==> config.mk <==
export PLATFORM = sky130hd
export DESIGN_NAME = linear_probe_key_value_table_flat
export DESIGN_NICKNAME = d
export VERILOG_FILES = /design/src/lpkv_pkg.sv /design/src/lpkv_if.sv /design/src/linear_probe_key_value_table.sv /design/src/flat_wrapper.sv
export SDC_FILE = /design/constraint.sdc
export NUM_CORES = 1
export LEC_CHECK = 0
export ABC_AREA = 1
export BUFFER_PORTS_ARGS = -buffer_cell sky130_fd_sc_hd__buf_2
export CAP_MARGIN = 15
export CORE_UTILIZATION = 47
export CTS_BUF_LIST = sky130_fd_sc_hd__clkbuf_8
export DETAILED_ROUTE_END_ITERATION = 12
export GPL_TIMING_DRIVEN = 1
export MAX_ROUTING_LAYER = met4
export SETUP_SLACK_MARGIN = 0.4
export SLEW_MARGIN = 15
export SYNTH_ARGS = -nofsm -noshare
export SYNTH_HDL_FRONTEND = slang
export SYNTH_SLANG_ARGS = --single-unit
==> constraint.sdc <==
create_clock -name clk -period 10.8 [get_ports clk]
set_clock_uncertainty 0.1 [all_clocks]
set_input_delay 1.08 -clock clk [delete_from_list [all_inputs] [get_ports clk]]
set_output_delay 1.08 -clock clk [all_outputs]
set_load 0.005 [all_outputs]
==> src/lpkv_pkg.sv <==
// Shared constants, codes and types for the linear-probe key/value table.
// No dependencies; compiled before the interfaces and the table itself.
`default_nettype none

package lpkv_pkg;

  localparam int TABLE_SLOTS = 16;
  localparam int IDX_W       = $clog2(TABLE_SLOTS);

  localparam int REQ_W    = 2;
  localparam int KEY_W    = 32;
  localparam int VAL_W    = 32;
  localparam int STATUS_W = 2;

  localparam logic [REQ_W-1:0] REQ_INSERT = 2'd0;
  localparam logic [REQ_W-1:0] REQ_LOOKUP = 2'd1;
  localparam logic [REQ_W-1:0] REQ_REMOVE = 2'd2;

  localparam logic [STATUS_W-1:0] STATUS_OK        = 2'd0;
  localparam logic [STATUS_W-1:0] STATUS_NOT_FOUND = 2'd1;
  localparam logic [STATUS_W-1:0] STATUS_FULL      = 2'd2;

  typedef logic [IDX_W-1:0] slot_idx_t;

  typedef struct packed {
    logic [KEY_W-1:0] key;
    logic [VAL_W-1:0] value;
  } slot_entry_t;

endpackage

`default_nettype wire

==> src/lpkv_if.sv <==
// Valid/ready channel interfaces for the request and response sides of the table.
// Depends on lpkv_pkg for field widths.
`default_nettype none

interface lpkv_req_if;
  import lpkv_pkg::*;
  logic                valid;
  logic                ready;
  logic [REQ_W-1:0]    req_type;
  logic [KEY_W-1:0]    key;
  logic [VAL_W-1:0]    value;

  modport source (output valid, output req_type, output key, output value, input ready);
  modport sink   (input valid, input req_type, input key, input value, output ready);
endinterface

interface lpkv_rsp_if;
  import lpkv_pkg::*;
  logic                valid;
  logic                ready;
  logic [STATUS_W-1:0] status;
  logic [VAL_W-1:0]    found_value;

  modport source (output valid, output status, output found_value, input ready);
  modport sink   (input valid, input status, input found_value, output ready);
endinterface

`default_nettype wire

==> src/linear_probe_key_value_table.sv <==
// Fixed-capacity key/value table with open addressing and linear probing.
// Depends on lpkv_pkg and the channel interfaces in lpkv_if.sv.
//
// One request at a time. Keys and values sit in a slot memory with one write port and a
// registered read port; valid bits are flip-flops cleared by reset. An insert probes
// from slot key mod TABLE_SLOTS using the valid bits only, one slot per cycle. Lookup
// and remove scan the memory from slot 0, one read per cycle through its single read
// port, and stop at the first match or after the last slot. A request code of 3 goes
// straight to the response. The response is held in an output register, so the next
// request is taken while the previous response waits. TABLE_SLOTS is a power of two.
`default_nettype none

module linear_probe_key_value_table (
  input  logic       clk,
  input  logic       rst_n,
  lpkv_req_if.sink   in_req,
  lpkv_rsp_if.source out_rsp
);
  import lpkv_pkg::*;

  localparam logic [1:0] S_IDLE   = 2'd0;
  localparam logic [1:0] S_INSERT = 2'd1;
  localparam logic [1:0] S_SCAN   = 2'd2;
  localparam logic [1:0] S_RESP   = 2'd3;

  localparam slot_idx_t LAST_SLOT = slot_idx_t'(TABLE_SLOTS - 1);

  logic [1:0]             state_r, state_nxt;
  logic [TABLE_SLOTS-1:0] slot_valid_r, slot_valid_nxt;
  logic [REQ_W-1:0]       req_r, req_nxt;
  logic [KEY_W-1:0]       key_r, key_nxt;
  logic [VAL_W-1:0]       val_r, val_nxt;
  slot_idx_t              pos_r, pos_nxt;
  slot_idx_t              cnt_r, cnt_nxt;
  slot_idx_t              scan_idx_r, scan_idx_nxt;
  slot_idx_t              chk_idx_r, chk_idx_nxt;
  logic                   issue_on_r, issue_on_nxt;
  logic                   chk_v_r, chk_v_nxt;
  logic [STATUS_W-1:0]    res_status_r, res_status_nxt;
  logic [VAL_W-1:0]       res_value_r, res_value_nxt;
  logic                   out_valid_r, out_valid_nxt;
  logic [STATUS_W-1:0]    out_status_r, out_status_nxt;
  logic [VAL_W-1:0]       out_value_r, out_value_nxt;

  slot_entry_t slot_mem [TABLE_SLOTS];
  slot_entry_t rd_entry_r;
  logic        mem_we;
  logic        hit;
  logic        out_free;

  assign in_req.ready        = (state_r == S_IDLE);
  assign out_rsp.valid       = out_valid_r;
  assign out_rsp.status      = out_status_r;
  assign out_rsp.found_value = out_value_r;

  assign out_free = !out_valid_r || out_rsp.ready;
  assign hit      = chk_v_r && slot_valid_r[chk_idx_r] && (rd_entry_r.key == key_r);

  always_comb begin
    state_nxt      = state_r;
    slot_valid_nxt = slot_valid_r;
    req_nxt        = req_r;
    key_nxt        = key_r;
    val_nxt        = val_r;
    pos_nxt        = pos_r;
    cnt_nxt        = cnt_r;
    scan_idx_nxt   = scan_idx_r;
    chk_idx_nxt    = chk_idx_r;
    issue_on_nxt   = issue_on_r;
    chk_v_nxt      = chk_v_r;
    res_status_nxt = res_status_r;
    res_value_nxt  = res_value_r;
    out_valid_nxt  = out_valid_r && !out_rsp.ready;
    out_status_nxt = out_status_r;
    out_value_nxt  = out_value_r;
    mem_we         = 1'b0;

    case (state_r)
      S_IDLE: begin
        if (in_req.valid) begin
          req_nxt        = in_req.req_type;
          key_nxt        = in_req.key;
          val_nxt        = in_req.value;
          pos_nxt        = in_req.key[IDX_W-1:0];
          cnt_nxt        = '0;
          scan_idx_nxt   = '0;
          issue_on_nxt   = 1'b0;
          chk_v_nxt      = 1'b0;
          res_status_nxt = STATUS_NOT_FOUND;
          res_value_nxt  = '0;
          case (in_req.req_type)
            REQ_INSERT: begin
              state_nxt = S_INSERT;
            end
            REQ_LOOKUP, REQ_REMOVE: begin
              state_nxt    = S_SCAN;
              issue_on_nxt = 1'b1;
            end
            default: begin
              state_nxt = S_RESP;
            end
          endcase
        end
      end
      S_INSERT: begin
        if (!slot_valid_r[pos_r]) begin
          mem_we                = 1'b1;
          slot_valid_nxt[pos_r] = 1'b1;
          res_status_nxt        = STATUS_OK;
          state_nxt             = S_RESP;
        end else if (cnt_r == LAST_SLOT) begin
          res_status_nxt = STATUS_FULL;
          state_nxt      = S_RESP;
        end else begin
          pos_nxt = pos_r + 1'b1;
          cnt_nxt = cnt_r + 1'b1;
        end
      end
      S_SCAN: begin
        chk_v_nxt   = issue_on_r;
        chk_idx_nxt = scan_idx_r;
        if (issue_on_r) begin
          if (scan_idx_r == LAST_SLOT) begin
            issue_on_nxt = 1'b0;
          end else begin
            scan_idx_nxt = scan_idx_r + 1'b1;
          end
        end
        if (hit) begin
          res_status_nxt = STATUS_OK;
          if (req_r == REQ_LOOKUP) begin
            res_value_nxt = rd_entry_r.value;
          end else begin
            slot_valid_nxt[chk_idx_r] = 1'b0;
          end
          issue_on_nxt = 1'b0;
          chk_v_nxt    = 1'b0;
          state_nxt    = S_RESP;
        end else if (chk_v_r && chk_idx_r == LAST_SLOT) begin
          chk_v_nxt = 1'b0;
          state_nxt = S_RESP;
        end
      end
      S_RESP: begin
        if (out_free) begin
          out_valid_nxt  = 1'b1;
          out_status_nxt = res_status_r;
          out_value_nxt  = res_value_r;
          state_nxt      = S_IDLE;
        end
      end
      default: begin
        state_nxt = S_IDLE;
      end
    endcase
  end

  always_ff @(posedge clk) begin
    if (!rst_n) begin
      state_r      <= S_IDLE;
      slot_valid_r <= '0;
      issue_on_r   <= 1'b0;
      chk_v_r      <= 1'b0;
      out_valid_r  <= 1'b0;
    end else begin
      state_r      <= state_nxt;
      slot_valid_r <= slot_valid_nxt;
      issue_on_r   <= issue_on_nxt;
      chk_v_r      <= chk_v_nxt;
      out_valid_r  <= out_valid_nxt;
    end
  end

  always_ff @(posedge clk) begin
    req_r        <= req_nxt;
    key_r        <= key_nxt;
    val_r        <= val_nxt;
    pos_r        <= pos_nxt;
    cnt_r        <= cnt_nxt;
    scan_idx_r   <= scan_idx_nxt;
    chk_idx_r    <= chk_idx_nxt;
    res_status_r <= res_status_nxt;
    res_value_r  <= res_value_nxt;
    out_status_r <= out_status_nxt;
    out_value_r  <= out_value_nxt;
  end

  always_ff @(posedge clk) begin
    if (mem_we) begin
      slot_mem[pos_r] <= '{key: key_r, value: val_r};
    end
    rd_entry_r <= slot_mem[scan_idx_r];
  end

`ifndef SYNTHESIS
  a_insert_sets_valid: assert property (@(posedge clk) disable iff (!rst_n)
    (state_r == S_INSERT && !slot_valid_r[pos_r]) |=> slot_valid_r[$past(pos_r)])
    else $error("insert did not mark its slot valid");

  a_remove_clears_valid: assert property (@(posedge clk) disable iff (!rst_n)
    (state_r == S_SCAN && hit && req_r == REQ_REMOVE) |=> !slot_valid_r[$past(chk_idx_r)])
    else $error("remove did not clear the matching slot");

  a_full_only_when_full: assert property (@(posedge clk) disable iff (!rst_n)
    (state_r == S_RESP && res_status_r == STATUS_FULL) |-> (&slot_valid_r))
    else $error("table full reported with a free slot");

  a_zero_value_unless_ok: assert property (@(posedge clk) disable iff (!rst_n)
    (out_valid_r && out_status_r != STATUS_OK) |-> (out_value_r == '0))
    else $error("non-zero value on a failed request");

  a_idle_scan_quiet: assert property (@(posedge clk) disable iff (!rst_n)
    in_req.ready |-> (!chk_v_r && !issue_on_r))
    else $error("scan pipeline busy while taking a request");
`endif

endmodule

`default_nettype wire

==> src/flat_wrapper.sv <==
// flat-port wrapper written by rule: the top's interface ports become plain ports
module linear_probe_key_value_table_flat import lpkv_pkg::*;
  (clk, rst_n, in_req_valid, in_req_req_type, in_req_key, in_req_value, in_req_ready, out_rsp_valid, out_rsp_status, out_rsp_found_value, out_rsp_ready);
  lpkv_req_if in_req_i ();
  lpkv_rsp_if out_rsp_i ();
  input  logic clk;
  input  logic rst_n;
  input wire logic [$bits(in_req_i.valid)-1:0] in_req_valid;
  input wire logic [$bits(in_req_i.req_type)-1:0] in_req_req_type;
  input wire logic [$bits(in_req_i.key)-1:0] in_req_key;
  input wire logic [$bits(in_req_i.value)-1:0] in_req_value;
  output wire logic [$bits(in_req_i.ready)-1:0] in_req_ready;
  output wire logic [$bits(out_rsp_i.valid)-1:0] out_rsp_valid;
  output wire logic [$bits(out_rsp_i.status)-1:0] out_rsp_status;
  output wire logic [$bits(out_rsp_i.found_value)-1:0] out_rsp_found_value;
  input wire logic [$bits(out_rsp_i.ready)-1:0] out_rsp_ready;
  assign in_req_i.valid = in_req_valid;
  assign in_req_i.req_type = in_req_req_type;
  assign in_req_i.key = in_req_key;
  assign in_req_i.value = in_req_value;
  assign in_req_ready = in_req_i.ready;
  assign out_rsp_valid = out_rsp_i.valid;
  assign out_rsp_status = out_rsp_i.status;
  assign out_rsp_found_value = out_rsp_i.found_value;
  assign out_rsp_i.ready = out_rsp_ready;
  linear_probe_key_value_table u_core (.clk(clk), .rst_n(rst_n), .in_req(in_req_i), .out_rsp(out_rsp_i));
endmodule
# --- Word level (Yosys, flattened, before mapping) ---
# Memories as Yosys holds them, arrays and structs flattened. A register that Yosys moved wholly into a read port is not among the register bits.
# Cells that the tools add are included.
# Widths: inputs -> output; s select.
totals:
  reg_bits: 171
  latch_bits: 0
  ram_bits: 1024
  rom_bits: 0
  in_bits: 70
  output_inout_bits: 36
  wordCells: 130
  memories: 1
memory_table:
  columns: ["memory", "depth", "width", "read_ports", "rd_clocked_by_memory_dff", "write_ports", "line", "rtl"]
  rows:
  - ["u_core.slot_mem", 16, 64, 1, 1, 1, "linear_probe_key_value_table.sv:45", "slot_entry_t slot_mem [TABLE_SLOTS];"]
op_classes:
  addsub: 3
  multipliers: 0
  div: 0
  n_lt_le_gt_ge: 4
  n_eq_ne: 22
  n_shift: 0
  n_mux: 56
  n_bitwise: 3
  reduce_logical: 25
ops:
  columns: ["operator", "n"]
  rows:
  - ["$mux 32", 3]
  - ["$pmux 32 s2", 1]
  - ["$mux 16", 3]
  - ["$eq 32x32->1", 1]
  - ["$mux 4", 8]
  - ["$pmux 16 s2", 1]
  - ["$pmux 4 s2", 3]
  - ["$reduce_and 4->1", 6]
  - ["$mux 2", 10]
  - ["$mux 1", 18]
  - ["$and 16x16->16", 1]
  - ["$not 16->16", 1]
  - ["$or 16x16->16", 1]
  - ["$add 4x1->4 const B", 3]
  - ["$eq 4x4->1 const B", 3]
  - ["$lt 4x5->1 const B", 2]
  - ["$ne 2x1->1 const B", 5]
  - ["$ne 2x2->1 const B", 5]
  - ["$bmux 1 s4", 2]
  - ["$demux 1 s4", 2]
  - ["$ge 4x1->1 const B", 2]
  - ["$pmux 2 s4", 1]
  - ["$eq 2x1->1 const B", 3]
  - ["$eq 2x2->1 const B", 3]
  - ["13 further kinds", 25]

# --- Logic depth before layout (Yosys ltp) ---
logic_depth:
  word_depth: 9
  ltp_mapped: 16
  depth_no_buf: 14

# --- Worst setup path after synthesis ---
# No wires, ideal clock.
synth_timing:
  path_type: "register -> register"
  start: "reg u_core.pos_r[0]"
  end: "mem u_core.slot_mem[4][0] in the netlist's numbering, enable pin"
  setup_ns: 0.644
  t_arrival_ns: 7.418
  required_ns: 10.056
  slack_ns: 2.638
  path_stages_with_launch: 11
  n_path_buf: 1
  period_less_slack_ns: 8.162
  cell_sequence: "edfxtp_1 -> inv_1 -> nand2_1 -> nand3_1 -> nand2_1 -> nand2_1 -> nand2_2 -> nor2_4 -> buf_4 -> nand2_2 -> nor4_1"
synth_via:
  elab_chain_cells: 6
synth_rtl:
  columns: ["item", "line", "rtl"]
  rows:
  - ["start: declaration", "linear_probe_key_value_table.sv:33", "slot_idx_t pos_r, pos_nxt;"]
  - ["start signal: assignment", "linear_probe_key_value_table.sv:178", "pos_r <= pos_nxt;"]
  - ["$bmux 1 s4", "linear_probe_key_value_table.sv:106", "if (!slot_valid_r[pos_r]) begin"]
  - ["$mux 1 (implied by the code)", "linear_probe_key_value_table.sv:106", null]
  - ["$mux 1", "linear_probe_key_value_table.sv:106", null]
  - ["$mux 1", "linear_probe_key_value_table.sv:78", "case (state_r)"]
  - ["$mux 1", "linear_probe_key_value_table.sv:189", "if (mem_we) begin"]
  - ["$mux 1 (implied by the code)", "linear_probe_key_value_table.sv:190", "slot_mem[pos_r] <= '{key: key_r, value: val_r};"]
  - ["end: declaration", "linear_probe_key_value_table.sv:45", null]
# Several ways; a longest one is shown, not always the timed one. The select of a mux whose other input is x is not followed.

==> impl_metrics.toml <==
[cts]
cts_tree = "done"
root_buffer = "clkbuf_8"
htree_levels = 4
cts_buffers = 199
cts_resized = 0
clk-insertion-delay-late_ns = 0.89
hold_buffers = 0
cts.clk_slew.worst_paths_ns = 0.06
cts_setup_buffers = 0
cts_buffer_depth = 3
cts.sinks = 1259

[setup_path]
worstPathArrival_ns = 5.48
crit_chain = "buf_4 -> buf_12 -> buf_4 -> o21ai_0 -> o221ai_1 -> nand4_1 -> nand2_1"
cp_num_buf_inv = 3
critPathMaxStageDelay_ns = 1.02
critical_path.endpoint_type = "flip-flop"
critPathTopFamily = "buffers and inverters"
cp.depth = 7
startpoint_type = "flip-flop"
cp_common_cell = "buf_4"
worstSetupPathType = "flip-flop to flip-flop"
critPathRequiredTime_ns = 11.50
reg2reg_depth = 7
cp_max_fo = 228
critical_path.slowest_cell = "buf_4"

[global_route]
grt_max_degree = 229
grtUsageTotal = 0.237
grt_pass1_vias = 28100
grt_pass1_wl_um = 177000
grt-ovfl-total = 0
antenna_found_initial = 3

[power_and_ir_drop]
power.density_nw_per_um2 = 263
vdd_drop_max_v = 0.000225
power.internal_w = 0.00907
combPwrFrac = 0.261
p_switching_w = 0.00500
switching_share = 0.355
power.share.clock = 0.273
power_leakage_nw = 18.8
p_seq_frac = 0.466

[yosys]
syn_inst = 3571
syn_area_um2 = 47800
synth.most_common_cell = "edfxtp_1"
ys_types = 35
synth_top_area_frac = 0.737
yosys_register_bits = 1259
synthTopCellsByArea = "edfxtp_1, nand2_1, o21ai_0"
ys_seq_area_frac = 0.773
synth_edf_count = 1174
yosysWarnings = 0
synth_common_cells = "edfxtp_1, nand2_1, o21ai_0"
async_reset_ff_frac = 0
avgSynthCellArea_um2 = 13.4
synth_nets = 3653
synthFlopType = "edfxtp_1"
post-synth-top-area-cell = "edfxtp_1"

[timing]
rsz0062_at_grt = "no"
fin_tns_setup_ns = 0
post-route-period-util = 0.443
maxSlewViolCount = 0
slew_headroom = 0.243
hold_violations = 0
tightest_slew_ns = 1.14
min_period_ns = 4.78
setup_viol = 0
max_freq_mhz = 209

[drt]
first_iter_violations = 3044
wl_per_cell_um = 22.6
wl_um = 118000
first_pass_iters = 5
vias_per_cell = 5.58
antenna_left = 0
route.detailed.drc = 0
vias = 29300

[cells_and_area]
final_cell_area_um2 = 53600
finalNetCount = 3797
drive_gt1_frac = 0.119
fin_util = 0.534
synthToLayoutAreaGrowth_pct = 12.1

[place]
portBuffers = 105
gp_congestion = 0.816
dpl_cell_area_um2 = 49700
dp.final_hpwl_um = 58200

[floorplan]
die_h_um = 321
initial_utilization = 0.476
die_w_um = 321
die_area_um2 = 103000
coreArea_um2 = 100000
rows = 116
io_pins = 106

[run_status]
status = "finished, final reports clean"

[min_path]
hold_path_depth = 1
min_path_type = "input pin to flip-flop"

[flow_run]
drv_cap = 0
per-stage QoR:
stage          total power, W  cells  hold slack [ns]  setup slack, ns
2_1_floorplan         0.00893   3571            0.300             2.64
3_3_place_gp           0.0103   4870            0.302             6.26
3_5_place_dp           0.0103   4870            0.305             6.18
4_1_cts                0.0142   5245            0.192             6.10
5_1_grt                0.0148   5249            0.226             5.75
6_report               0.0141   5249            0.278             6.02
final timing paths:
path                                                           start                                  endpoint  slack (ns)
worst max-delay path              u_core.scan_idx_r[0]$_SDFFCE_PN0P_             u_core.rd_entry_r[56]$_DFF_P_        6.02
worst min-delay path                                in_req_value[29]                u_core.val_r[29]$_DFFE_PP_        0.28
worst max register to register    u_core.scan_idx_r[0]$_SDFFCE_PN0P_             u_core.rd_entry_r[56]$_DFF_P_        6.02
worst min register to register  u_core.res_value_r[21]$_SDFFCE_PN0P_  u_core.out_rsp.found_value[21]$_DFFE_PP_        0.31
cells in the final DEF, fill, tap and decap left out, drive strengths merged:
cell	count
edfxtp	1174
nand2	634
o21ai	380
nor2	346
clkbuf	228
inv	220
a21oi	192
buf	155
nand3	109
dfxtp	85
o22ai	84
a221oi	82
nand4	59
clkinv	58
o221ai	45
ha	12
xor2	8
nor3	7
diode	3
clkinvlp	3
o31ai	2
bufinv	2
xnor2	1
nor4	1
o21bai	1
nor3b	1
metal layers:
metal | global-route usage | share of wire
met3 | 0.0390 | 0.063
met2 | 0.361 | 0.47
met4 | 0.0716 | 0.021
met5 | - | 0
met1 | 0.329 | 0.45
cell families (layout without fill, tap and decap cells):
| logic type | Yosys count | in the layout | synth area share |
|---|---|---|---|
| flip-flops | 1259 | 1259 | 0.773 |
| AND/OR/NAND/NOR | 1157 | 1157 | 0.0987 |
| AO/OA/AOI/OAI | 786 | 786 | 0.0948 |
| buffers and inverters | 348 | 666 | 0.0287 |
| adder cells (fa/ha/maj) | 12 | 12 | 0.00314 |
| XOR/XNOR | 9 | 9 | 0.00165 |
| other | 0 | 3 | 0 |
sequential cells by signal (all words and copies together) (netlist names), 4 cells and up:
signal / flops
u_core.slot_valid_r: 16
u_core.res_value_r: 32
u_core.scan_idx_r: 4
u_core.key_r: 32
u_core.cnt_r: 4
u_core.rd_entry_r: 64
u_core.out_rsp.found_value: 32
u_core.pos_r: 4
u_core.val_r: 32
u_core.chk_idx_r: 4
u_core.slot_mem: 1024
worst register-to-register path, delay by kind of cell (launching register included):
kind                   cells  cell delay, ns
and+or+nand+nor            2            0.23
DFF                        1            1.00
AOI/OAI and AO/OA          2            0.60
buffers and inverters      3            2.80
power groups by stage:
stage          logic, W  clock network, W  registers, W
6_report        0.00367           0.00384       0.00656
5_1_grt         0.00407           0.00414       0.00662
4_1_cts         0.00369           0.00393       0.00656
3_5_place_dp    0.00367                 0       0.00665
3_3_place_gp    0.00364                 0       0.00665
2_1_floorplan   0.00245                 0       0.00648
final cells by class:
class	instances	area [µm²]
Fill cell	8487	46800
Sequential cell	1259	37000
Multi-Input combinational cell	1964	9620
Clock buffer	228	3140
Tap cell	1357	1700
Timing Repair Buffer	155	933
Clock inverter	147	716
Inverter	136	527
Antenna cell	3	7.51
Power figures use the tool's default switching activity.
